--- src/hw/rtl/lei_pkg.sv ---
// ----------------------------------------------------------------------------
// lei_pkg
// Shared micro-op codes, register map and controller/datapath interface types
// for the Lorenz Euler integrator.
// ----------------------------------------------------------------------------
package lei_pkg;

	// register map
	localparam int CFG_W     = 28;
	localparam int CFG_IDX_W = 3;
	localparam int SIGMA_W   = 27;
	localparam int RHO_W     = 28;
	localparam int BETA_W    = 25;
	localparam int DT_W      = 17;
	localparam int IDX_W     = 20;

	localparam logic [CFG_IDX_W-1:0] REG_SIGMA       = 3'd0;
	localparam logic [CFG_IDX_W-1:0] REG_RHO         = 3'd1;
	localparam logic [CFG_IDX_W-1:0] REG_BETA        = 3'd2;
	localparam logic [CFG_IDX_W-1:0] REG_TIME_STEP   = 3'd3;
	localparam logic [CFG_IDX_W-1:0] REG_POINT_COUNT = 3'd4;

	localparam logic [SIGMA_W-1:0] SIGMA_RST = 27'd10485760;
	localparam logic [RHO_W-1:0]   RHO_RST   = 28'd29360128;
	localparam logic [BETA_W-1:0]  BETA_RST  = 25'd2796203;
	localparam logic [DT_W-1:0]    DT_RST    = 17'd1049;
	localparam logic [IDX_W-1:0]   COUNT_RST = 20'd200000;

	// micro-ops, multiply ops are consecutive so the sequencer can count through them
	typedef logic [3:0] op_t;
	localparam op_t OP_NONE    = 4'd0;
	localparam op_t OP_RESTART = 4'd1;
	localparam op_t OP_DIFF    = 4'd2;
	localparam op_t OP_MUL_DX  = 4'd3;
	localparam op_t OP_MUL_XB  = 4'd4;
	localparam op_t OP_MUL_XY  = 4'd5;
	localparam op_t OP_MUL_BZ  = 4'd6;
	localparam op_t OP_MUL_TX  = 4'd7;
	localparam op_t OP_MUL_TY  = 4'd8;
	localparam op_t OP_MUL_TZ  = 4'd9;

	typedef struct packed {
		logic clear_flags;
		logic op_valid;
		op_t  op;
		logic load_out;
	} cmd_t;

	typedef struct packed {
		logic mul_done;
		logic out_free;
	} status_t;

endpackage

--- src/hw/rtl/lei_mul.sv ---
// ----------------------------------------------------------------------------
// lei_mul
// Iterative fixed-point multiplier: four half-width partial products, then
// shift with floor rounding and saturation to the value word.
// ----------------------------------------------------------------------------
module lei_mul #(
	parameter int VALUE_WIDTH = 32,
	parameter int FRAC_BITS   = 20,
	localparam int MAG_W      = (VALUE_WIDTH > 28) ? VALUE_WIDTH : 28
) (
	input  logic                          clk,
	input  logic                          arst_n,
	input  logic                          start,
	input  logic signed [MAG_W:0]         opnd_a,
	input  logic signed [MAG_W:0]         opnd_b,
	output logic                          done,
	output logic signed [VALUE_WIDTH-1:0] prod,
	output logic                          prod_sat
);

	localparam int H  = MAG_W / 2 + 1;
	localparam int AW = 4 * H;
	localparam int QW = AW - FRAC_BITS;
	localparam logic [QW:0] LIM = (QW + 1)'(1) << (VALUE_WIDTH - 1);

	logic          busy_q, fin_q, done_q, neg_q, sat_q;
	logic [1:0]    k_q;
	logic [2*H-1:0] ma_q, mb_q;
	logic [AW-1:0] acc_q;
	logic signed [VALUE_WIDTH-1:0] prod_q;

	logic [MAG_W:0]  abs_a, abs_b;
	logic [H-1:0]    half_a, half_b;
	logic [2*H-1:0]  pp;
	logic [AW-1:0]   pp_sh;
	logic [QW:0]     q, qn;
	logic            rem_nz;
	logic signed [VALUE_WIDTH-1:0] res;
	logic            res_sat;

	always_comb begin
		abs_a  = opnd_a[MAG_W] ? (~opnd_a + 1'b1) : opnd_a;
		abs_b  = opnd_b[MAG_W] ? (~opnd_b + 1'b1) : opnd_b;
		half_a = k_q[0] ? ma_q[2*H-1:H] : ma_q[H-1:0];
		half_b = k_q[1] ? mb_q[2*H-1:H] : mb_q[H-1:0];
		pp     = half_a * half_b;
		case (k_q)
			2'd0:    pp_sh = AW'(pp);
			2'd3:    pp_sh = AW'(pp) << (2 * H);
			default: pp_sh = AW'(pp) << H;
		endcase
	end

	// floor of the signed product, saturated
	always_comb begin
		q       = {1'b0, acc_q[AW-1:FRAC_BITS]};
		rem_nz  = (acc_q[FRAC_BITS-1:0] != '0);
		qn      = q + (QW + 1)'(rem_nz);
		res     = '0;
		res_sat = 1'b0;
		if (neg_q) begin
			if (qn > LIM) begin
				res     = {1'b1, {(VALUE_WIDTH-1){1'b0}}};
				res_sat = 1'b1;
			end else begin
				res = VALUE_WIDTH'(0) - qn[VALUE_WIDTH-1:0];
			end
		end else begin
			if (q > LIM - 1'b1) begin
				res     = {1'b0, {(VALUE_WIDTH-1){1'b1}}};
				res_sat = 1'b1;
			end else begin
				res = q[VALUE_WIDTH-1:0];
			end
		end
	end

	always_ff @(posedge clk or negedge arst_n) begin
		if (!arst_n) begin
			busy_q <= 1'b0;
			fin_q  <= 1'b0;
			done_q <= 1'b0;
			k_q    <= '0;
		end else begin
			done_q <= fin_q;
			fin_q  <= busy_q && (k_q == 2'd3);
			if (start) begin
				busy_q <= 1'b1;
				k_q    <= '0;
			end else if (busy_q) begin
				k_q <= k_q + 1'b1;
				if (k_q == 2'd3) begin
					busy_q <= 1'b0;
				end
			end
		end
	end

	always_ff @(posedge clk) begin
		if (start) begin
			neg_q <= opnd_a[MAG_W] ^ opnd_b[MAG_W];
			ma_q  <= {{(2*H-MAG_W){1'b0}}, abs_a[MAG_W-1:0]};
			mb_q  <= {{(2*H-MAG_W){1'b0}}, abs_b[MAG_W-1:0]};
			acc_q <= '0;
		end else if (busy_q) begin
			acc_q <= acc_q + pp_sh;
		end
		if (fin_q) begin
			prod_q <= res;
			sat_q  <= res_sat;
		end
	end

	assign done     = done_q;
	assign prod     = prod_q;
	assign prod_sat = sat_q;

	a_no_start_while_busy: assert property (@(posedge clk) disable iff (!arst_n)
		start |-> (!busy_q && !fin_q))
		else $error("multiplier started while a product is in flight");

endmodule

--- src/hw/rtl/lei_datapath.sv ---
// ----------------------------------------------------------------------------
// lei_datapath
// Point state, configuration registers, saturating adders, shared multiplier
// and output register of the Lorenz Euler integrator.
// ----------------------------------------------------------------------------
module lei_datapath #(
	parameter int VALUE_WIDTH = 32,
	parameter int FRAC_BITS   = 20
) (
	input  logic                          clk,
	input  logic                          arst_n,
	input  logic                          cfg_we,
	input  logic [lei_pkg::CFG_IDX_W-1:0] cfg_index,
	input  logic [lei_pkg::CFG_W-1:0]     cfg_data,
	input  lei_pkg::cmd_t                 cmd,
	output lei_pkg::status_t              status,
	output logic                          out_valid,
	input  logic                          out_ready,
	output logic signed [31:0]            x_pos,
	output logic signed [31:0]            y_pos,
	output logic signed [31:0]            z_pos,
	output logic                          last_point,
	output logic                          overflow
);
	import lei_pkg::*;

	localparam int VW    = VALUE_WIDTH;
	localparam int MAG_W = (VW > 28) ? VW : 28;
	localparam int OPW   = MAG_W + 1;
	localparam int EW    = MAG_W + 2;
	localparam logic signed [EW-1:0] MAX_E = $signed({{(EW-VW+1){1'b0}}, {(VW-1){1'b1}}});
	localparam logic signed [EW-1:0] MIN_E = -MAX_E - 1;
	localparam logic signed [EW-1:0] ONE_E = EW'(1) << FRAC_BITS;

	function automatic logic signed [EW-1:0] ext(input logic signed [VW-1:0] v);
		ext = {{(EW-VW){v[VW-1]}}, v};
	endfunction

	function automatic logic signed [OPW-1:0] opx(input logic signed [VW-1:0] v);
		opx = {{(OPW-VW){v[VW-1]}}, v};
	endfunction

	// {flag, value}
	function automatic logic [VW:0] sat_w(input logic signed [EW-1:0] v);
		if (v > MAX_E) begin
			sat_w = {1'b1, MAX_E[VW-1:0]};
		end else if (v < MIN_E) begin
			sat_w = {1'b1, MIN_E[VW-1:0]};
		end else begin
			sat_w = {1'b0, v[VW-1:0]};
		end
	endfunction

	logic [SIGMA_W-1:0] sigma_q;
	logic [RHO_W-1:0]   rho_q;
	logic [BETA_W-1:0]  beta_q;
	logic [DT_W-1:0]    dt_q;
	logic [IDX_W-1:0]   count_q, idx_q;

	logic signed [VW-1:0] x_q, y_q, z_q, ta_q, tb_q, dx_q, dy_q, dz_q;
	logic ovf_q;

	logic out_valid_q, last_q, ovf_out_q;
	logic signed [31:0] xo_q, yo_q, zo_q;

	logic                 mul_start, mul_done, mul_sat;
	logic signed [OPW-1:0] opnd_a, opnd_b;
	logic signed [VW-1:0] prod;

	logic [VW:0] s_one, s_yx, s_rz, s_wb;
	logic signed [EW-1:0] wb_a, wb_b;
	logic [IDX_W-1:0] cnt_m1;
	logic out_free;

	lei_mul #(
		.VALUE_WIDTH(VALUE_WIDTH),
		.FRAC_BITS  (FRAC_BITS)
	) u_mul (
		.clk     (clk),
		.arst_n  (arst_n),
		.start   (mul_start),
		.opnd_a  (opnd_a),
		.opnd_b  (opnd_b),
		.done    (mul_done),
		.prod    (prod),
		.prod_sat(mul_sat)
	);

	// operand select for the shared multiplier
	always_comb begin
		mul_start = 1'b0;
		opnd_a    = '0;
		opnd_b    = '0;
		case (cmd.op)
			OP_MUL_DX: begin
				opnd_a = {{(OPW-SIGMA_W){1'b0}}, sigma_q};
				opnd_b = opx(ta_q);
			end
			OP_MUL_XB: begin
				opnd_a = opx(x_q);
				opnd_b = opx(tb_q);
			end
			OP_MUL_XY: begin
				opnd_a = opx(x_q);
				opnd_b = opx(y_q);
			end
			OP_MUL_BZ: begin
				opnd_a = {{(OPW-BETA_W){1'b0}}, beta_q};
				opnd_b = opx(z_q);
			end
			OP_MUL_TX: begin
				opnd_a = {{(OPW-DT_W){1'b0}}, dt_q};
				opnd_b = opx(dx_q);
			end
			OP_MUL_TY: begin
				opnd_a = {{(OPW-DT_W){1'b0}}, dt_q};
				opnd_b = opx(dy_q);
			end
			OP_MUL_TZ: begin
				opnd_a = {{(OPW-DT_W){1'b0}}, dt_q};
				opnd_b = opx(dz_q);
			end
			default: begin
				opnd_a = '0;
				opnd_b = '0;
			end
		endcase
		if (cmd.op_valid && (cmd.op >= OP_MUL_DX) && (cmd.op <= OP_MUL_TZ)) begin
			mul_start = 1'b1;
		end
	end

	// one shared writeback adder
	always_comb begin
		s_one = sat_w(ONE_E);
		s_yx  = sat_w(ext(y_q) - ext(x_q));
		s_rz  = sat_w($signed({{(EW-RHO_W){1'b0}}, rho_q}) - ext(z_q));
		wb_a  = ext(prod);
		wb_b  = '0;
		case (cmd.op)
			OP_MUL_XB: begin
				wb_a = ext(prod);
				wb_b = -ext(y_q);
			end
			OP_MUL_BZ: begin
				wb_a = ext(dz_q);
				wb_b = -ext(prod);
			end
			OP_MUL_TX: wb_b = ext(x_q);
			OP_MUL_TY: wb_b = ext(y_q);
			OP_MUL_TZ: wb_b = ext(z_q);
			default:   wb_b = '0;
		endcase
		s_wb = sat_w(wb_a + wb_b);
	end

	assign cnt_m1   = (count_q == '0) ? '0 : count_q - 1'b1;
	assign out_free = !out_valid_q || out_ready;

	always_ff @(posedge clk or negedge arst_n) begin
		if (!arst_n) begin
			sigma_q <= SIGMA_RST;
			rho_q   <= RHO_RST;
			beta_q  <= BETA_RST;
			dt_q    <= DT_RST;
			count_q <= COUNT_RST;
		end else if (cfg_we) begin
			unique case (cfg_index)
				REG_SIGMA:       sigma_q <= cfg_data[SIGMA_W-1:0];
				REG_RHO:         rho_q   <= cfg_data[RHO_W-1:0];
				REG_BETA:        beta_q  <= cfg_data[BETA_W-1:0];
				REG_TIME_STEP:   dt_q    <= cfg_data[DT_W-1:0];
				REG_POINT_COUNT: count_q <= cfg_data[IDX_W-1:0];
				default: ;
			endcase
		end
	end

	always_ff @(posedge clk or negedge arst_n) begin
		if (!arst_n) begin
			x_q   <= s_one[VW-1:0];
			y_q   <= s_one[VW-1:0];
			z_q   <= s_one[VW-1:0];
			ta_q  <= '0;
			tb_q  <= '0;
			dx_q  <= '0;
			dy_q  <= '0;
			dz_q  <= '0;
			idx_q <= '0;
			ovf_q <= 1'b0;
		end else begin
			if (cmd.clear_flags) begin
				ovf_q <= 1'b0;
			end
			if (cmd.op_valid && (cmd.op == OP_RESTART)) begin
				x_q   <= s_one[VW-1:0];
				y_q   <= s_one[VW-1:0];
				z_q   <= s_one[VW-1:0];
				idx_q <= '0;
				ovf_q <= s_one[VW];
			end
			if (cmd.op_valid && (cmd.op == OP_DIFF)) begin
				ta_q  <= s_yx[VW-1:0];
				tb_q  <= s_rz[VW-1:0];
				ovf_q <= ovf_q | s_yx[VW] | s_rz[VW];
			end
			if (mul_done) begin
				case (cmd.op)
					OP_MUL_DX: begin
						dx_q  <= prod;
						ovf_q <= ovf_q | mul_sat;
					end
					OP_MUL_XY: begin
						dz_q  <= prod;
						ovf_q <= ovf_q | mul_sat;
					end
					OP_MUL_XB: begin
						dy_q  <= s_wb[VW-1:0];
						ovf_q <= ovf_q | mul_sat | s_wb[VW];
					end
					OP_MUL_BZ: begin
						dz_q  <= s_wb[VW-1:0];
						ovf_q <= ovf_q | mul_sat | s_wb[VW];
					end
					OP_MUL_TX: begin
						x_q   <= s_wb[VW-1:0];
						ovf_q <= ovf_q | mul_sat | s_wb[VW];
					end
					OP_MUL_TY: begin
						y_q   <= s_wb[VW-1:0];
						ovf_q <= ovf_q | mul_sat | s_wb[VW];
					end
					OP_MUL_TZ: begin
						z_q   <= s_wb[VW-1:0];
						ovf_q <= ovf_q | mul_sat | s_wb[VW];
						if (idx_q < cnt_m1) begin
							idx_q <= idx_q + 1'b1;
						end
					end
					default: ;
				endcase
			end
		end
	end

	// output register
	always_ff @(posedge clk or negedge arst_n) begin
		if (!arst_n) begin
			out_valid_q <= 1'b0;
		end else if (cmd.load_out) begin
			out_valid_q <= 1'b1;
		end else if (out_ready) begin
			out_valid_q <= 1'b0;
		end
	end

	always_ff @(posedge clk) begin
		if (cmd.load_out) begin
			xo_q      <= 32'(64'(x_q));
			yo_q      <= 32'(64'(y_q));
			zo_q      <= 32'(64'(z_q));
			last_q    <= (idx_q >= cnt_m1);
			ovf_out_q <= ovf_q;
		end
	end

	assign status.mul_done = mul_done;
	assign status.out_free = out_free;
	assign out_valid  = out_valid_q;
	assign x_pos      = xo_q;
	assign y_pos      = yo_q;
	assign z_pos      = zo_q;
	assign last_point = last_q;
	assign overflow   = ovf_out_q;

	a_load_only_when_free: assert property (@(posedge clk) disable iff (!arst_n)
		cmd.load_out |-> out_free)
		else $error("output register overwritten before it was taken");

	a_restart_clears_index: assert property (@(posedge clk) disable iff (!arst_n)
		(cmd.op_valid && cmd.op == OP_RESTART) |=> (idx_q == '0))
		else $error("restart did not clear the point index");

endmodule

--- src/hw/rtl/lei_ctrl.sv ---
// ----------------------------------------------------------------------------
// lei_ctrl
// Sequencer for the Lorenz Euler integrator: accepts a transaction, walks the
// micro-op list through the datapath and hands the point to the output.
// ----------------------------------------------------------------------------
module lei_ctrl (
	input  logic              clk,
	input  logic              arst_n,
	input  logic              in_valid,
	output logic              in_ready,
	input  logic              restart,
	input  lei_pkg::status_t  status,
	output lei_pkg::cmd_t     cmd
);
	import lei_pkg::*;

	localparam logic [2:0] S_IDLE      = 3'd0;
	localparam logic [2:0] S_RESTART   = 3'd1;
	localparam logic [2:0] S_DIFF      = 3'd2;
	localparam logic [2:0] S_MUL_ISSUE = 3'd3;
	localparam logic [2:0] S_MUL_WAIT  = 3'd4;
	localparam logic [2:0] S_DONE      = 3'd5;

	logic [2:0] state_q;
	op_t        op_q;

	always_comb begin
		in_ready        = 1'b0;
		cmd.clear_flags = 1'b0;
		cmd.op_valid    = 1'b0;
		cmd.op          = OP_NONE;
		cmd.load_out    = 1'b0;
		unique case (state_q)
			S_IDLE: begin
				in_ready        = 1'b1;
				cmd.clear_flags = in_valid;
			end
			S_RESTART: begin
				cmd.op_valid = 1'b1;
				cmd.op       = OP_RESTART;
			end
			S_DIFF: begin
				cmd.op_valid = 1'b1;
				cmd.op       = OP_DIFF;
			end
			S_MUL_ISSUE: begin
				cmd.op_valid = 1'b1;
				cmd.op       = op_q;
			end
			S_MUL_WAIT: cmd.op = op_q;
			S_DONE:     cmd.load_out = status.out_free;
			default: ;
		endcase
	end

	always_ff @(posedge clk or negedge arst_n) begin
		if (!arst_n) begin
			state_q <= S_IDLE;
			op_q    <= OP_NONE;
		end else begin
			unique case (state_q)
				S_IDLE: begin
					if (in_valid) begin
						state_q <= restart ? S_RESTART : S_DIFF;
					end
				end
				S_RESTART: state_q <= S_DONE;
				S_DIFF: begin
					op_q    <= OP_MUL_DX;
					state_q <= S_MUL_ISSUE;
				end
				S_MUL_ISSUE: state_q <= S_MUL_WAIT;
				S_MUL_WAIT: begin
					if (status.mul_done) begin
						if (op_q == OP_MUL_TZ) begin
							state_q <= S_DONE;
						end else begin
							op_q    <= op_q + 1'b1;
							state_q <= S_MUL_ISSUE;
						end
					end
				end
				S_DONE: begin
					if (status.out_free) begin
						state_q <= S_IDLE;
					end
				end
				default: state_q <= S_IDLE;
			endcase
		end
	end

	a_busy_after_accept: assert property (@(posedge clk) disable iff (!arst_n)
		(in_valid && in_ready) |=> !in_ready)
		else $error("second transaction accepted while one is in work");

	a_last_product_ends_step: assert property (@(posedge clk) disable iff (!arst_n)
		(state_q == S_MUL_WAIT && status.mul_done && op_q == OP_MUL_TZ) |=> (state_q == S_DONE))
		else $error("step did not finish after the last product");

endmodule

--- src/hw/rtl/lorenz_euler_integrator.sv ---
// ----------------------------------------------------------------------------
// lorenz_euler_integrator
// Lorenz attractor point generator, one forward Euler step or restart per
// transaction, signed fixed point with saturation on every sum and product.
// ----------------------------------------------------------------------------
//  channel  handshake               payload
//  input    in_valid / in_ready     restart
//  output   out_valid / out_ready   x_pos, y_pos, z_pos, last_point, overflow
//  config   cfg_we                  cfg_index, cfg_data
//
//  a step runs from accept to result as the difference terms, then seven
//  products one after another through the single four-pass multiplier, then
//  the load of the output register
//  a restart goes from accept straight to the load of the output register
//  one transaction is in work at a time; the next is taken the cycle after the
//  result has entered the output register, while that result still waits for
//  out_ready; a full output register holds the finished point back
//  reset puts the point at (1,1,1), the index at 0 and the registers at defaults
// ----------------------------------------------------------------------------
module lorenz_euler_integrator #(
	parameter int FRAC_BITS   = 20,
	parameter int VALUE_WIDTH = 32
) (
	input  logic                          clk,
	input  logic                          arst_n,
	// input transaction
	input  logic                          in_valid,
	output logic                          in_ready,
	input  logic                          restart,
	// result transaction
	output logic                          out_valid,
	input  logic                          out_ready,
	output logic signed [31:0]            x_pos,
	output logic signed [31:0]            y_pos,
	output logic signed [31:0]            z_pos,
	output logic                          last_point,
	output logic                          overflow,
	// register writes
	input  logic                          cfg_we,
	input  logic [lei_pkg::CFG_IDX_W-1:0] cfg_index,
	input  logic [lei_pkg::CFG_W-1:0]     cfg_data
);
	import lei_pkg::*;

	// controller to datapath commands and status back
	cmd_t    cmd;
	status_t status;

	// sequencer: accept, restart or difference terms and seven products, hand-off
	lei_ctrl u_ctrl (
		.clk     (clk),
		.arst_n  (arst_n),
		.in_valid(in_valid),
		.in_ready(in_ready),
		.restart (restart),
		.status  (status),
		.cmd     (cmd)
	);

	// point state, registers, adders, multiplier, output register
	lei_datapath #(
		.VALUE_WIDTH(VALUE_WIDTH),
		.FRAC_BITS  (FRAC_BITS)
	) u_datapath (
		.clk       (clk),
		.arst_n    (arst_n),
		.cfg_we    (cfg_we),
		.cfg_index (cfg_index),
		.cfg_data  (cfg_data),
		.cmd       (cmd),
		.status    (status),
		.out_valid (out_valid),
		.out_ready (out_ready),
		.x_pos     (x_pos),
		.y_pos     (y_pos),
		.z_pos     (z_pos),
		.last_point(last_point),
		.overflow  (overflow)
	);

endmodule
--- config.mk ---
export PLATFORM = sky130hd
export DESIGN_NAME = lorenz_euler_integrator
export DESIGN_NICKNAME = d
export VERILOG_FILES = /design/src/hw/rtl/lei_pkg.sv /design/src/hw/rtl/lei_mul.sv /design/src/hw/rtl/lei_datapath.sv /design/src/hw/rtl/lei_ctrl.sv /design/src/hw/rtl/lorenz_euler_integrator.sv
export SDC_FILE = /design/constraint.sdc
export NUM_CORES = 2
export LEC_CHECK = 0
export BUFFER_PORTS_ARGS = -buffer_cell sky130_fd_sc_hd__clkbuf_2
export CAP_MARGIN = 20
export CORE_ASPECT_RATIO = 1.2
export CORE_MARGIN = 3
export CORE_UTILIZATION = 50
export CTS_CLUSTER_DIAMETER = 60
export CTS_CLUSTER_SIZE = 16
export DETAILED_ROUTE_END_ITERATION = 7
export MAX_ROUTING_LAYER = met4
export PLACE_DENSITY = 0.63
export SLEW_MARGIN = 20
export SYNTH_ARGS = -nofsm -noshare
export SYNTH_HDL_FRONTEND = slang
export SYNTH_HIERARCHICAL = 1
export SYNTH_SLANG_ARGS = --single-unit
--- constraint.sdc ---
create_clock -name clk -period 14 [get_ports clk]
set_input_delay 4.2 -clock clk [delete_from_list [all_inputs] [get_ports clk]]
set_output_delay 4.2 -clock clk [all_outputs]
set_load 0.005 [all_outputs]
**Word level (Yosys, flattened, before mapping)**

Cells that the tools add are included.
W data, S select, Z words.

- Bitwise operators: 7
- $mul: 1
- Equal/unequal tests: 24
- Reduce and logical (&&, ||, !) cells: 32
- Muxes and demuxes: 63
- Order comparisons: 12
- $add $sub $neg: 14

Operator list:

| operator | count |
|---|---|
| $mux W32 | 14 |
| $pmux W33 S7 | 1 |
| $mux W33 | 6 |
| $pmux W34 S5 | 1 |
| $pmux W68 S2 | 1 |
| $pmux W33 S4 | 1 |
| $gt A34 B32 Y1 const B | 3 |
| $lt A34 B32 Y1 const B | 3 |
| $mux W20 | 5 |
| $add A68 B68 Y68 | 1 |
| $neg A32 Y34 | 2 |
| $add A32 B1 Y32 const B | 2 |
| $not A32 Y32 | 2 |
| $pmux W32 S2 | 1 |
| $add A48 B1 Y49 | 1 |
| $gt A49 B32 Y1 const B | 1 |
| $gt A48 B31 Y1 const B | 1 |
| $add A34 B34 Y34 | 1 |
| $mul A17 B17 Y34 | 1 |
| $mux W17 | 2 |
| $mux W34 | 1 |
| $sub A29 B32 Y33 | 1 |
| $sub A32 B32 Y33 | 1 |
| $sub A1 B32 Y32 const A | 1 |
| other kinds (41) | 99 |

- Output and inout bits: 100
- Bits in registers: 671
- Bits of input ports: 37
- Logic and storage cells: 186

**Longest topological paths before layout**

- Depth after elaboration: 12
- Gate-level depth with buffers: 40
- Gate-level depth less buffers: 36

**Cells and area by module**

Netlist, hierarchy kept.

By module, submodules not included:

| module | sequential area each (µm²) | area an instance (µm²) | cells each | instances |
|---|---|---|---|---|
| lei_datapath | 12,864.8 | 29,031.6 | 3,022 | 1 |
| lei_mul | 4,429.2 | 24,153.2 | 2,912 | 1 |
| lei_ctrl | 175.2 | 613.1 | 69 | 1 |

**Worst setup path after synthesis**

No wires, ideal clock.

- Path type: register to register
- Start point: register u_datapath.u_mul.k_q[0]
- End point: register u_datapath.u_mul.acc_q[64]
- Library setup time: 0.116 ns
- Period minus slack after synthesis: 9.780 ns
- Required time: 13.884 ns
- Arrival time: 9.664 ns
- Cell stages (with the launch flop): 39
- Path buffers: 4
- Slack: 4.220 ns
- Path through: dfrtp_1 clkbuf_1 clkbuf_1 clkbuf_1 mux2i_1 nor2_1 fa_1 inv_1 fa_1 fa_1 inv_1 fa_1 fa_1 inv_1 fa_1 inv_1 ha_1 o21a_1 [3 not listed] a31oi_1 nor2b_1 o21ai_0 nand2b_1 xor2_1 a22o_1 ha_1 clkbuf_1 inv_1 nor3_1 nand2_1 a2111oi_0 o21ai_0 a2111oi_1 nor2_1 o21a_1 mux2_2 a31o_2

- Word-level cells in the longest chain between the ends: 4
- Elaborated cells on any way between the ends: 6
- Those cells by class: add/sub (1); mul (1); eq/ne (1); mux (2); reduce/logical (1)

RTL lines:

| what | RTL line | text |
|---|---|---|
| from (decl) | lei_mul.sv:27 | `logic [1:0] k_q;` |
| from (signal assigned) | lei_mul.sv:91 | `k_q <= k_q + 1'b1;` |
| $mux W17 | lei_mul.sv:44 | `half_a = k_q[0] ? ma_q[2*H-1:H] : ma_q[H-1:0];` |
| $mul A17 B17 Y34 | lei_mul.sv:46 | `pp = half_a * half_b;` |
| $pmux W68 S2 (*) | lei_mul.sv:47 | `case (k_q)` |
| $add A68 B68 Y68 (*) | lei_mul.sv:106 | `acc_q <= acc_q + pp_sh;` |
| to (signal assigned) | lei_mul.sv:106 |  |
| to (decl) | lei_mul.sv:29 | `logic [AW-1:0] acc_q;` |

Mark *: on every way between the ends. The rest lies on a longest branch, timed or not.
A chain may end at the register's enable or synchronous reset.

**Worst setup path in the final report**

Ends and elaborated chain as after synthesis.

==> run metrics <==
CTS root buffer clkbuf_16; Post-CTS Hold Buffers 0; number of stages on the worst setup path 36; Worst Path Arrival 11650 ps; CTS buffer count 73; syn nets 6569; Worst R2R Setup Slack 2910 ps; cell with the most instances on the worst path fa_1; pin count of the biggest net entering global routing 82; Synth area leader dfrtp_1; IO buf count 136; worst skew pair latency 700 ps; first-pass GRT wire length 308000 um; FILL cells 9899; RSZ-0062 raised after global routing no; Synth Area in Compound Gates 18.3%; PwrDens 101 nW/um^2; Final Instance Area 58300 um^2; Setup WS pre-CTS 3070 ps; Via density 6.44; TritonRoute pass-1 iters 8; Buf/Inv on CP 7; crit-path leading delay family adder cells; max reg flops 68; Fmax 0.0901 GHz; post-detailed-route DRC marker count 3; type of the worst setup path register to register; Reg clk slew, reported paths 70 ps; setup ws final 2910 ps; ys flop type dfrtp_1; hold crit path type register to register; RR Endpoint u_datapath/u_mul/acc_q[64]; Starting Density 50.5%; final design utilization 54.7%; asr flop ratio synth 60.7%; CP endpoint kind register; R2R Path Start u_datapath/u_mul/k_q[0]; final hold viol count 0; Final setup viols 0; Detailed Place HPWL 163000 um; grt total ovfl 0; synthesis-to-layout area growth 8.31%; Initial DRC Count 5194; synthesized area per cell 8.96 um^2; Pwr Total 5880 uW; mux share of post-synthesis cell area 5.95%; register area share after synthesis 32.5%; r2r worst-path depth 36; largest family of logic cells by synthesized area compound AO/OA/AOI/OAI gates; Routed Antenna Nets 0; core area 107000 um^2; area share of and/or/nand/nor cells after synthesis 16.9%; XOR/XNOR share of the synthesized area 5.27%; Critical-path top delay cell mux2i_1; Worst path max stage delay 810 ps; share of cells above drive strength 1 11.1%; Diodes inserted 0; Post-synth EDFFs 196; CP Max Fanout 32; # H-tree levels 3; initial antenna violation count 2; total number of vias 47900; top cell type's share of synthesized area 17.5%; postcts setup bufs 0; Die Ht 365 um; Worst Setup SP u_datapath/u_mul/k_q[0]; failing checks DRC; cell with the most instances after synthesis nand2_1; area of placed instances 55700 um^2; Rows 131; cells resized by post-CTS repair 0; # nets final 6541; vias in the first global route 46100; nature of the critical path startpoint register; routed len/inst 28.4 um; Final min period 11090 ps; status finished with violations; final worst-path cycle share 79.2%; Setup TNS 0 ps; clock skew 49.2 ps; Slew HR 18.1%; # clock sinks 671; Synth Instances 6003; Clock Path Buffers 3; RD Place Congestion 1.05; Max Cap Viol 0; Top Ports 137; adder-cell area share of the yosys netlist 15.6%; Peak VDD IR 0.124 mV; Final Max Tran Viols 0; area of the die 112000 um^2; GRT Total Usage 38.3%; required time of the worst setup path 14550 ps; list of most frequent post-synthesis cells nand2_1 (751), nor2_1 (474), inv_1 (445); Yosys reg bits 671; CTS tree yes; Largest Register u_datapath/u_mul/acc_q; Worst-Margin Slew 1220 ps; synthesized area 53800 um^2; Die Width 305 um; synth warn 6; routed wire length 211000 um; leakage power 0.0251 uW; crit path to u_datapath/u_mul/acc_q[64]; largest cells by area after synthesis dfrtp_1 (18%), edfxtp_1 (11%), fa_1 (8.5%); Cell variety after synth 112
## layout make-up
type / instances / area (um^2) / area share (%)
inverters: 446 / 1670 / 2.87
flip-flops and latches: 671 / 17500 / 30.0
well taps: 1396 / 1750 / 3.00
multi-input cells: 4565 / 33500 / 57.5
clock inverters: 47 / 617 / 1.06
clock buffers: 88 / 1930 / 3.32
repair buffers: 218 / 1310 / 2.25
## through the flow
| stage | instances | hold slack (ps) |
|---|---|---|
| finish | 7431 | 487 |
| global route | 7431 | 499 |
| CTS | 7431 | 487 |
| detailed placement | 7296 | 470 |
| global placement | 7295 | 462 |
| floorplan | 6003 | 423 |
## worst min path at each step
stage	start	to	slack, ps	cells after the start
6_report	u_datapath/dy_q[28]	u_datapath/dy_q[28]	490	2
2_1_floorplan	u_datapath/z_q[28]	u_datapath/z_pos[28]	420	0
3_5_place_dp	u_datapath/tb_q[31]	u_datapath/tb_q[31]	470	1
3_3_place_gp	u_datapath/tb_q[31]	u_datapath/tb_q[31]	460	1
5_1_grt	u_datapath/tb_q[31]	u_datapath/tb_q[31]	500	1
4_1_cts	u_datapath/tb_q[31]	u_datapath/tb_q[31]	490	1
## tightest hold or removal path, delay by kind of cell (launching register included)
family | cells | cell delay (ps)
AO/OA/AOI/OAI | 1 | 60
flip-flops | 1 | 350
AND/OR/NAND/NOR | 1 | 50
## placed cells by master, fill, tap and decap left out, types with 196 or more instances in the layout
master	instances
xnor2_1	208
inv_1	445
edfxtp_1	196
nor2_1	467
a21oi_1	321
o21ai_0	306
nand2_1	751
dfrtp_1	376
ha_1	301
fa_1	228
## metal layers
| layer | GRT usage, % | vias to the layer above | part of all wire, % |
|---|---|---|---|
| li1 | - | 21300 | - |
| met1 | 45.0 | 23500 | 37 |
| met2 | 61.3 | 2426 | 46 |
| met3 | 5.13 | 664 | 7.5 |
| met4 | 26.5 | 0 | 8.6 |
| met5 | - | - | 0 |
## power by group
part	internal [uW]	switching [uW]
logic	541	814
clock network	1100	979
registers	2190	257
## cell families (layout without fill, tap and decap cells)
logic type      after synthesis  after routing
compound gates             1474           1474
flops                       671            671
fa+ha+maj                   536            536
simple gates               1939           1939
xor+xnor                    320            320
mux                         296            296
buf+inv                     767            799
No activity file was read; power rests on OpenSTA's default activity.
